`config.mk`:
```
export PLATFORM = sky130hd
export DESIGN_NAME = hvd_acs
export DESIGN_NICKNAME = d
export VERILOG_FILES = /design/src/design/hvd_pkg.sv /design/src/design/hvd_acs.sv
export SDC_FILE = /design/constraint.sdc
export NUM_CORES = 1
export LEC_CHECK = 0
export ABC_AREA = 1
export BUFFER_PORTS_ARGS = -buffer_cell sky130_fd_sc_hd__buf_4
export CAP_MARGIN = 20
export CORE_MARGIN = 2
export CORE_UTILIZATION = 30
export CTS_CLUSTER_DIAMETER = 100
export DETAILED_ROUTE_END_ITERATION = 8
export GPL_TIMING_DRIVEN = 1
export SETUP_SLACK_MARGIN = 0.1
export SYNTH_ARGS = -nofsm -noshare
export SYNTH_HDL_FRONTEND = slang
export SYNTH_SLANG_ARGS = --single-unit
export TNS_END_PERCENT = 20
```
`constraint.sdc`:
```
create_clock -name clk -period 7 [get_ports clk]
set_input_delay 1.05 -clock clk [delete_from_list [all_inputs] [get_ports clk]]
set_output_delay 1.05 -clock clk [all_outputs]
set_load 0.02 [all_outputs]
```
`src/design/hvd_pkg.sv`:
```
// Shared types and constants for the HMM Viterbi decoder
package hvd_pkg;
	localparam int CostW = 16;
	localparam int MetricW = 24;
	localparam int MaxStates = 8;
	localparam int MaxSymbols = 16;
	localparam logic [CostW-1:0] CostImpossible = 16'hFFFF;
	localparam logic [MetricW-1:0] MetricSat = 24'hFFFFFF;

	typedef enum logic [1:0] {
		CMD_TRANS = 2'd0,
		CMD_EMIT  = 2'd1,
		CMD_INIT  = 2'd2,
		CMD_OBS   = 2'd3
	} cmd_t;

	localparam logic [0:0] CfgNumStates = 1'b0;
	localparam logic [0:0] CfgNumSymbols = 1'b1;

	// saturating metric + two table costs
	function automatic logic [MetricW-1:0] sat_add(input logic [MetricW-1:0] m,
		input logic [CostW-1:0] c1, input logic [CostW-1:0] c2);
		logic [MetricW+1:0] s;
		s = {2'b00, m} + {{(MetricW-CostW+2){1'b0}}, c1} + {{(MetricW-CostW+2){1'b0}}, c2};
		if (c1 == CostImpossible || c2 == CostImpossible || m == MetricSat)
			return MetricSat;
		if (s > {2'b00, MetricSat})
			return MetricSat;
		return s[MetricW-1:0];
	endfunction
endpackage

```
`src/design/hvd_acs.sv`:
```
// Shared add-compare-select unit: one candidate per cycle while step is high
module hvd_acs (
	input  logic clk,
	input  logic start,
	input  logic step,
	input  logic [hvd_pkg::MetricW-1:0] metric,
	input  logic [hvd_pkg::CostW-1:0] cost_a,
	input  logic [hvd_pkg::CostW-1:0] cost_b,
	input  logic [4:0] src,
	output logic [hvd_pkg::MetricW-1:0] best,
	output logic [4:0] best_src
);
	import hvd_pkg::*;
	logic [MetricW-1:0] cand;
	logic [MetricW-1:0] best_q;
	logic [4:0] best_src_q;

	assign cand = sat_add(metric, cost_a, cost_b);

	always_ff @(posedge clk) begin
		if (step) begin
			if (start || cand < best_q) begin
				best_q <= cand;
				best_src_q <= src;
			end
		end
	end

	assign best = best_q;
	assign best_src = best_src_q;
endmodule

```
==> reports/qor.yml, run 1 <==
synth:
  synthXorXnorAreaFrac_pct: 3.73
  syn_area_per_cell_sq_um: 8.32
  synth_flop_cell: "edfxtp_1"
  synth_top_family_by_area: "adder cells"
  yosysWarnings: 0
  ys_seq_elements: 29
  synth_edf_count: 29
  async_reset_ff_share_pct: 0
  synth_compound_area_share_pct: 13.2
  synth_seq_area_share_pct: 26.5
  netlist_instances: 395
  synth_fa_ha_area_share_pct: 25.2
  synth-simple-area-share_pct: 23.8
  muxShareOfSynthArea_pct: 0
  synth_cell_types: 36
  syn_area_sq_um: 3290
  synth_nets: 515
timing:
  finClkSkew_ps: 7.97
  fin_crit_ps: 5330
  max_freq_mhz: 188
  grt_setup_unrepaired: "no"
  fin_setup_tns_ps: 0
  finalHoldViolCount: 0
  finalMaxSlewViolations: 0
  worstMarginPinSlew_ps: 360
  post-route-period-util_pct: 76.2
  relSlewSlack_pct: 75.8
  finalSetupViolCount: 0
hold_path:
  hold_class: "in2reg"
floorplanning:
  initial_core_util_pct: 30.6
  die_h_um: 109
  coreArea_sq_um: 10700
  rows: 38
  io_pins: 93
  dieArea_sq_um: 11800
  die_width_um: 109
critical_path:
  critPathBufInv: 4
  worstSetupPathType: "in2reg"
  r2r_start: "best[13]"
  crit_start: "metric[1]"
  critPathTopFamily: "compound AO/OA/AOI/OAI gates"
  timing.rr.end: "best_src[4]"
  reg2reg_slack_ps: 4590
  cp_num_cells: 24
  worstPathMaxFanout: 26
  crit_chain: "buf_4 -> inv_1 -> fa_1 -> inv_1 -> ha_1 -> fa_1 -> nand3_1 -> nand2_2 -> nand3_2 -> nand3_2 -> a21boi_4 -> o21ai_4 -> a21oi_4 -> o21ai_0 -> a21o_1 -> ha_1 -> nand2_1 -> nor2_1 -> a211oi_1 -> a21oi_1 -> a211oi_1 -> nand2_1 -> a21oi_2 -> buf_4"
  slowest_delay_ps: 530
  cp-start-kind: "input port"
  cp_slowest_cell: "fa_1"
  endpoint_kind: "register"
  arrival_ps: 5270
  reg2reg_depth: 10
  worstSetupEndpoint: "best_src[4]"
  required_ps: 6940
finish:
  multi_input_area_sq_um: 2170
  seqCellArea_sq_um: 871
  syn_to_final_growth_pct: 29.7
  final_common_cell: "nand2_1"
  nNetsFinal: 614
  fill_cells: 1137
  drive_above_1_share_pct: 28.3
  antenna_cells: 0
  final_cell_mix: "99 x nand2_1, 93 x buf_4, 58 x inv_1"
placement:
  dp_hpwl_mm: 7.85
  port_buffers: 92
  gp_congestion: 0.866
global_route:
  grt_pass1_wl_mm: 14.5
  overflow: 0
  track_usage_pct: 15.8
  grt_pass1_vias: 3020
  antenna_found_initial: 0
  grt_max_degree: 27
clock_network:
  clockRootBuffer: "clkbuf_8"
  hold_buffers: 0
  cts_tree: "done"
  cts.clk_slew.worst_paths_ps: 60
  clock_path_buffers: 2
  cts.repair.resized: 0
  cts_setup_buffers: 0
  htreeDepth: 2
  clkLatencyLatePin_ps: 280
  numCtsBuffers: 5
  cts_sinks: 29
route:
  ant_nets: 0
  post_drt_wl_per_cell_um: 14.0
  drc: 0
  drtIter0Drc: 64
  vias: 2899
  drt-total-wl_mm: 8.87
  first_pass_iters: 5
  vias_per_cell: 4.57
pwr:
  intPower_mw: 0.560
  clkPwrFrac_pct: 17.5
  power_mw: 0.951
  pwr-share-seq_pct: 26.6
  pwr-share-comb_pct: 55.9
  p_sw_share_pct: 41.1
  leakagePower_nw: 2.10
  switchingPower_mw: 0.391
  peakVddDrop_uv: 82.2
  cellPowerDensity_nw_per_um2: 223
run:
  drv_cap: 0
status:
  status: "completed"
==> cell usage after synthesis, types with 2 or more instances <==
| cell type | instances | share of area [%] |
|---|---|---|
| a21oi_1 | 24 | 3.7 |
| xnor2_1 | 7 | 1.9 |
| nand3_2 | 5 | 1.5 |
| nor2_2 | 2 | 0.38 |
| inv_2 | 7 | 0.80 |
| or2_2 | 2 | 0.38 |
| nand2_1 | 99 | 11 |
| o21bai_4 | 2 | 1.1 |
| ha_1 | 39 | 15 |
| o21ai_0 | 7 | 1.1 |
| a21o_1 | 3 | 0.69 |
| a21oi_2 | 4 | 1.1 |
| o21ai_4 | 2 | 0.99 |
| a21oi_4 | 3 | 1.5 |
| a31oi_1 | 3 | 0.57 |
| nor2_4 | 2 | 0.69 |
| a211oi_1 | 3 | 0.69 |
| nand3_1 | 8 | 1.2 |
| nor4_1 | 3 | 0.57 |
| o21ai_1 | 3 | 0.46 |
| inv_1 | 58 | 6.6 |
| fa_1 | 17 | 10 |
| xor2_1 | 7 | 1.9 |
| nor3_1 | 3 | 0.46 |
| nand4_1 | 9 | 1.7 |
| edfxtp_1 | 29 | 27 |
| nand2_2 | 9 | 1.7 |
| nor2_1 | 27 | 3.1 |
==> power groups by stage <==
| stage | Combinational (mW) | Sequential, mW | Clock, mW |
|---|---|---|---|
| 2_1_floorplan | 0.320 | 0.291 | 0 |
| 3_3_place_gp | 0.519 | 0.257 | 0 |
| 3_5_place_dp | 0.533 | 0.258 | 0 |
| 4_1_cts | 0.536 | 0.254 | 0.171 |
| 5_1_grt | 0.607 | 0.257 | 0.176 |
| 6_report | 0.532 | 0.253 | 0.166 |
==> sequential cells by signal (all words and copies together), names as in the netlist <==
| name | cells |
|---|---|
| best_src | 5 |
| best | 24 |
==> metrics by stage <==
step | worst slack, ps | utilization [%] | cell area, sq um | instances | hold WS (ps)
floorplan | 1520 | - | 3290 | 395 | 1150
global placement | 1490 | 38.7 | 4150 | 627 | 1090
detailed placement | 1350 | 38.7 | 4150 | 627 | 1100
CTS | 1660 | 39.6 | 4260 | 635 | 944
global route | 1360 | 39.6 | 4260 | 635 | 948
finish | 1670 | 39.6 | 4260 | 635 | 952
==> worst min path at each step <==
stage,start,endpoint,depth (start not counted)
2_1_floorplan,src[0],best_src[0],0
3_3_place_gp,best[7],best_src[3],7
3_5_place_dp,best[7],best_src[3],7
4_1_cts,src[1],best_src[1],1
5_1_grt,src[4],best_src[4],1
6_report,src[1],best_src[1],1
==> metal layers <==
metal | track usage, % | wire (um)
met1 | 20.4 | 3940
met2 | 28.3 | 4490
met3 | 1.32 | 338
met4 | 4.21 | 103
met5 | 0 | 0
==> logic make-up (layout without fill, tap and decap cells) <==
logic type | after synthesis | in the layout
buf+inv | 66 | 166
simple gates | 172 | 172
xor+xnor | 14 | 14
flops | 29 | 29
compound gates | 58 | 58
fa+ha+maj | 56 | 56
==> final cells by class <==
cell class,instances,share of cell area [%]
Tap cell,140,4.11
Multi-Input combinational cell,300,50.8
Clock inverter,2,0.793
Inverter,65,5.73
Clock buffer,6,1.70
Timing Repair Buffer,93,16.4
Sequential cell,29,20.4
==> worst register-to-register path: stages, from the launching register on <==
cell and delay, ps:
edfxtp_1 350, inv_1 50, ha_1 300, a21oi_1 150, nor2_1 60, a211oi_1 200, a21oi_1 100, a211oi_1 180
nand2_1 90, a21oi_2 220, buf_4 380
Note: power is estimated with default switching activity, not from simulation.
==> inputs of run 2 (changes only) <==
ABC_AREA = 0   (was 1)
clock period = 4.5 ns   (was 7 ns; I/O delays follow)
==> run 2 against run 1 <==
Net effect:
- the flow now finishes with violations (negative setup slack)
- first-iteration DRC count increased by 110%
- cell count increased by 10%
- synthesized area decreased by 2.3%
- clock-buffer cell count decreased by 1
- register-to-register slack got worse by 2700 ps
- critical path depth decreased by 2
==> reports/qor.yml, run 2 <==
synth:
  yosysMostFrequentCell: "ha_1"
  synth_seq_area_share_pct: 27.1
  synth_common_cells: "39 x ha_1, 36 x inv_1, 33 x nand2_1"
  synthXorXnorAreaFrac_pct: 2.46
  synth_edf_count: 29
  synth-simple-area-share_pct: 18.4
  syn_area_sq_um: 3210
  synth_fa_ha_area_share_pct: 25.8
  synth_nets: 475
  muxShareOfSynthArea_pct: 0
  yosysWarnings: 0
  yosys-top-cells-area: "edfxtp_1 27%, ha_1 15%, fa_1 11%"
  yosys.area.top_type_share_pct: 27.1
  synth_compound_area_share_pct: 21.2
  synth_cell_types: 49
  synth_top_family_by_area: "adder cells"
  syn_area_per_cell_sq_um: 9.04
  ys_seq_elements: 29
  netlist_instances: 355
  async_reset_ff_share_pct: 0
  synth_top_cell_by_area: "edfxtp_1"
  synth_flop_cell: "edfxtp_1"
critical_path:
  worstSetupPathType: "in2reg"
  reg2reg_depth: 10
  timing.rr.end: "best[16]"
  worstPathMaxFanout: 6
  required_ps: 4510
  r2r_start: "best[9]"
  reg2reg_slack_ps: 1850
  arrival_ps: 4710
  endpoint_kind: "register"
  cp-start-kind: "input port"
timing:
  fin_crit_ps: 4700
  grt_setup_unrepaired: "yes"
  post-route-period-util_pct: 104
  relSlewSlack_pct: 76.2
  finalHoldViolCount: 0
  worstMarginPinSlew_ps: 354
  finClkSkew_ps: 8.16
  finalSetupViolCount: 30
  setup_slack_ps: -201
  finalMaxSlewViolations: 0
  max_freq_mhz: 213
floorplanning:
  coreArea_sq_um: 10400
  dieArea_sq_um: 11500
  io_pins: 93
  die_width_um: 107
  die_h_um: 107
  rows: 37
  initial_core_util_pct: 31.0
pwr:
  clkPwrFrac_pct: 9.4
  intPower_mw: 1.28
  power_mw: 2.13
  pwr-share-comb_pct: 70.3
  peakVddDrop_uv: 193
  leakagePower_nw: 2.46
  pwr-share-seq_pct: 20.3
  cellPowerDensity_nw_per_um2: 404
  switchingPower_mw: 0.853
  p_sw_share_pct: 40.0
route:
  vias: 3419
  drt-total-wl_mm: 10.6
  first_pass_iters: 4
  drc: 0
  vias_per_cell: 4.88
  post_drt_wl_per_cell_um: 15.1
  ant_nets: 0
  drtIter0Drc: 135
clock_network:
  cts_sinks: 29
  cts.clk_slew.worst_paths_ps: 60
  clkLatencyLatePin_ps: 280
  clock_path_buffers: 2
  cts_tree: "done"
  htreeDepth: 2
  clockRootBuffer: "clkbuf_8"
  numCtsBuffers: 5
placement:
  port_buffers: 92
  dp_hpwl_mm: 8.53
  gp_congestion: 0.937
finish:
  syn_to_final_growth_pct: 64.1
  drive_above_1_share_pct: 43.9
  antenna_cells: 0
  nNetsFinal: 684
  final_util_pct: 50.8
  largest_reg_flops: 24
  final_common_cell: "buf_4"
  final_cell_mix: "190 x buf_4, 34 x inv_1, 34 x ha_1"
hold_path:
  min_from: "src[0]"
  worstHoldPathCells: 1
  hold_class: "in2reg"
  hold_end: "best_src[0]"
status:
  failed_checks: "negative setup slack"
  status: "complete, but fails checks"
global_route:
  antenna_found_initial: 0
  grt_max_degree: 13
  track_usage_pct: 18.0
  grt_pass1_wl_mm: 16.5
  grt_pass1_vias: 3427
  overflow: 0
run:
  drv_cap: 0
run 2: worst max path at each step:
| stage | end | depth (start not counted) | slack [ps] | from |
|---|---|---|---|---|
| finish | best[16] | 22 | -200 | cost_b[1] |
| global route | best[11] | 22 | -370 | cost_b[1] |
| CTS | best[4] | 21 | -220 | cost_b[1] |
| detailed placement | best[7] | 18 | -610 | cost_b[1] |
| global placement | best[5] | 20 | -440 | cost_b[1] |
| floorplan | best[0] | 18 | -420 | cost_b[1] |
run 2: through the flow:
step           instance area, sq um  setup TNS, ps  instances  hold slack, ps  setup WS, ps
3_3_place_gp                   4790         -12380        668             858          -435
6_report                       5270          -5460        701             571          -201
4_1_cts                        5100          -5930        697             564          -215
3_5_place_dp                   4790         -17410        668             857          -610
2_1_floorplan                  3260         -12170        355             774          -420
5_1_grt                        5270         -10550        701             560          -374
run 2: routing by layer:
layer / track usage, % / wire length [um] / up-vias
met4: 4.21 / 171 / 0
met2: 30.9 / 4970 / 113
met3: 2.48 / 547 / 13
li1: - / - / 1730
met5: 0 / 0 / -
met1: 24.1 / 4870 / 1563
run 2: worst max-delay path, stage by stage:
cell       delay, ps
buf_8             90
inv_8             30
fa_1             550
inv_2             50
ha_4             160
fa_2             370
a211oi_2         210
o21ai_2           90
buf_4            160
nand4_1          120
o21ai_1          110
o211ai_1         230
nand2_1          140
ha_1             320
a21oi_1          130
nor2b_1           60
o21ai_0          150
nand4b_1         160
or3_4            430
o211ai_4         200
buf_6            150
clkbuf_16        140
run 2: logic make-up (layout without fill, tap and decap cells):
group | after synthesis | in the layout
buffers and inverters | 41 | 251
and+or+nand+nor | 116 | 116
xor gates and xnor gates | 9 | 9
adders and majority gates | 56 | 56
DFF | 29 | 29
AOI/OAI and AO/OA | 104 | 104
run 2: power by group through the flow:
stage | Combinational, mW | Sequential (mW) | Clock (mW)
after CTS | 1.35 | 0.434 | 0.206
after floorplan | 0.569 | 0.514 | 0
final | 1.50 | 0.433 | 0.200
after global placement | 1.14 | 0.437 | 0
after global routing | 1.62 | 0.440 | 0.219
after detailed placement | 1.17 | 0.439 | 0
run 2: layout make-up:
cell class	count	area (sq um)
inverters	36	143
clock inverters	3	12.5
repair buffers	207	1660
multi-input cells	285	2340
clock buffers	5	68.8
well taps	136	170
flip-flops and latches	29	871
fillers	986	5100
run 2: what timing repair did:
action,in CTS,in global routing
gates cloned,1,1
gates resized for setup,17,22
setup buffers,20,3
setup endpoints to repair,29,30
pin swaps,13,7
hold buffers,0,0
==> inputs of run 3 (changes only) <==
==> constraint.sdc (replaced) <==
create_clock -name clk -period 4.5 [get_ports clk]
set_input_delay 0.225 -clock clk [delete_from_list [all_inputs] [get_ports clk]]
set_output_delay 0.225 -clock clk [all_outputs]
set_load 0.02 [all_outputs]
==> run 3 against run 2 <==
Net effect:
- the run now ends clean
- maximum frequency is 11% higher
- hold slack worse by 440 ps
- critical path depth is 2 lower
- first-iteration DRC count is 21% lower
- via count is 11% lower
- utilization is 6.8 points lower
- combinational power is 23% lower
- sequential share of layout area is 2.6 points higher
- critical endpoint is now best[3]
==> reports/qor.yml, run 3 (synthesis results as in run 2) <==
placement:
  gp_congestion: 0.879
  dp_worst_setup_slack_ps: -177
  port_buffers: 92
  dp_hpwl_mm: 7.81
  dp_cells: 603
  place_area_sq_um: 4330
floorplanning:
  dieArea_sq_um: 11500
  initial_core_util_pct: 31.0
  coreArea_sq_um: 10400
  rows: 37
  die_h_um: 107
  die_width_um: 107
  io_pins: 93
critical_path:
  reg2reg_depth: 9
  cp_slowest_cell: "fa_1"
  path_common_cell: "o21ai_2"
  cp-start-kind: "input port"
  required_ps: 4490
  r2r_start: "best[9]"
  reg2reg_slack_ps: 1880
  endpoint_kind: "register"
  worstSetupPathType: "in2reg"
  slowest_delay_ps: 540
  timing.rr.end: "best[3]"
  arrival_ps: 4240
  critPathBufInv: 4
  crit_chain: "buf_4 -> inv_8 -> fa_1 -> inv_1 -> ha_2 -> fa_2 -> a21o_1 -> a221oi_4 -> a21oi_2 -> o22ai_2 -> xnor2_1 -> nand2_1 -> ha_4 -> o21ai_2 -> o21ai_2 -> a2111oi_4 -> nor2_1 -> or3_4 -> o211ai_4 -> clkbuf_16"
  worstPathMaxFanout: 8
  critPathTopFamily: "compound AO/OA/AOI/OAI gates"
finish:
  syn_to_final_growth_pct: 42.1
  largest_reg_flops: 24
  final_common_cell: "buf_4"
  finalInstanceArea_sq_um: 4560
  final_util_pct: 44.0
  instances_no_fill: 617
  nNetsFinal: 600
  antenna_cells: 0
  final_cell_mix: "119 x buf_4, 36 x ha_1, 35 x inv_1"
  fill_cells: 1048
  drive_above_1_share_pct: 33.7
timing:
  finalHoldViolCount: 0
  setup_slack_ps: 250
  finClkSkew_ps: 3.92
  finalMaxSlewViolations: 0
  fin_crit_ps: 4250
  fin_worst_hold_slack_ps: 127
  relSlewSlack_pct: 74.2
  grt_setup_unrepaired: "yes"
  worstMarginPinSlew_ps: 387
  finalSetupViolCount: 0
  max_freq_mhz: 235
  post-route-period-util_pct: 94.4
  fin_setup_tns_ps: 0
global_route:
  overflow: 0
  grt_pass1_wl_mm: 14.7
  antenna_found_initial: 0
  grt_max_degree: 18
  grt_pass1_vias: 3086
  track_usage_pct: 15.9
hold_path:
  hold_class: "in2reg"
  min_from: "src[4]"
  worstHoldPathCells: 1
  hold_end: "best_src[4]"
clock_network:
  hold_buffers: 0
  clkLatencyLatePin_ps: 270
  htreeDepth: 2
  cts_sinks: 29
  cts.clk_slew.worst_paths_ps: 60
  cts_tree: "done"
  clockRootBuffer: "clkbuf_8"
  clock_path_buffers: 2
  numCtsBuffers: 5
pwr:
  leakagePower_nw: 2.04
  power_mw: 1.79
  cellPowerDensity_nw_per_um2: 392
  peakVddDrop_uv: 145
route:
  vias: 3043
  drt-total-wl_mm: 9.12
  drc: 0
  post_drt_wl_per_cell_um: 14.8
  drtIter0Drc: 106
  first_pass_iters: 4
  vias_per_cell: 4.93
  ant_nets: 0
status:
  status: "completed"
run:
  drv_cap: 0
## run 3: cell type report
cell class / instances / area [sq um] / share of cell area, %
Tap cell: 136 / 170 / 3.73
Clock inverter: 3 / 12.5 / 0.274
Clock buffer: 5 / 68.8 / 1.51
Multi-Input combinational cell: 285 / 2320 / 50.8
Timing Repair Buffer: 123 / 978 / 21.4
Sequential cell: 29 / 871 / 19.1
Inverter: 36 / 143 / 3.13
## run 3: repair_timing
action,in CTS,in global routing
gates resized for setup,0,23
setup endpoints to repair,0,29
setup buffers,0,5
## run 3: worst max-delay path by stage
| stage | start | end | slack (ps) | cells after the start |
|---|---|---|---|---|
| global placement | cost_b[1] | best[5] | -60 | 20 |
| global route | cost_b[1] | best[1] | 70 | 20 |
| detailed placement | cost_b[1] | best[7] | -180 | 18 |
| finish | cost_b[1] | best[3] | 250 | 20 |
| floorplan | cost_b[1] | best[0] | 30 | 18 |
| CTS | cost_b[1] | best[7] | 120 | 18 |
## run 3: routing by layer
layer / wire length, um / GRT usage [%]
met2: 4070 / 25.7
met3: 501 / 2.48
met5: 0 / 0
met4: 108 / 4.21
met1: 4440 / 22.1
## run 3: report_power, final
part | switching [mW] | leakage [nW] | internal [mW]
Combinational | 0.624 | 1.71 | 0.534
Sequential | 0.0374 | 0.282 | 0.397
Clock | 0.0911 | 0.0430 | 0.104
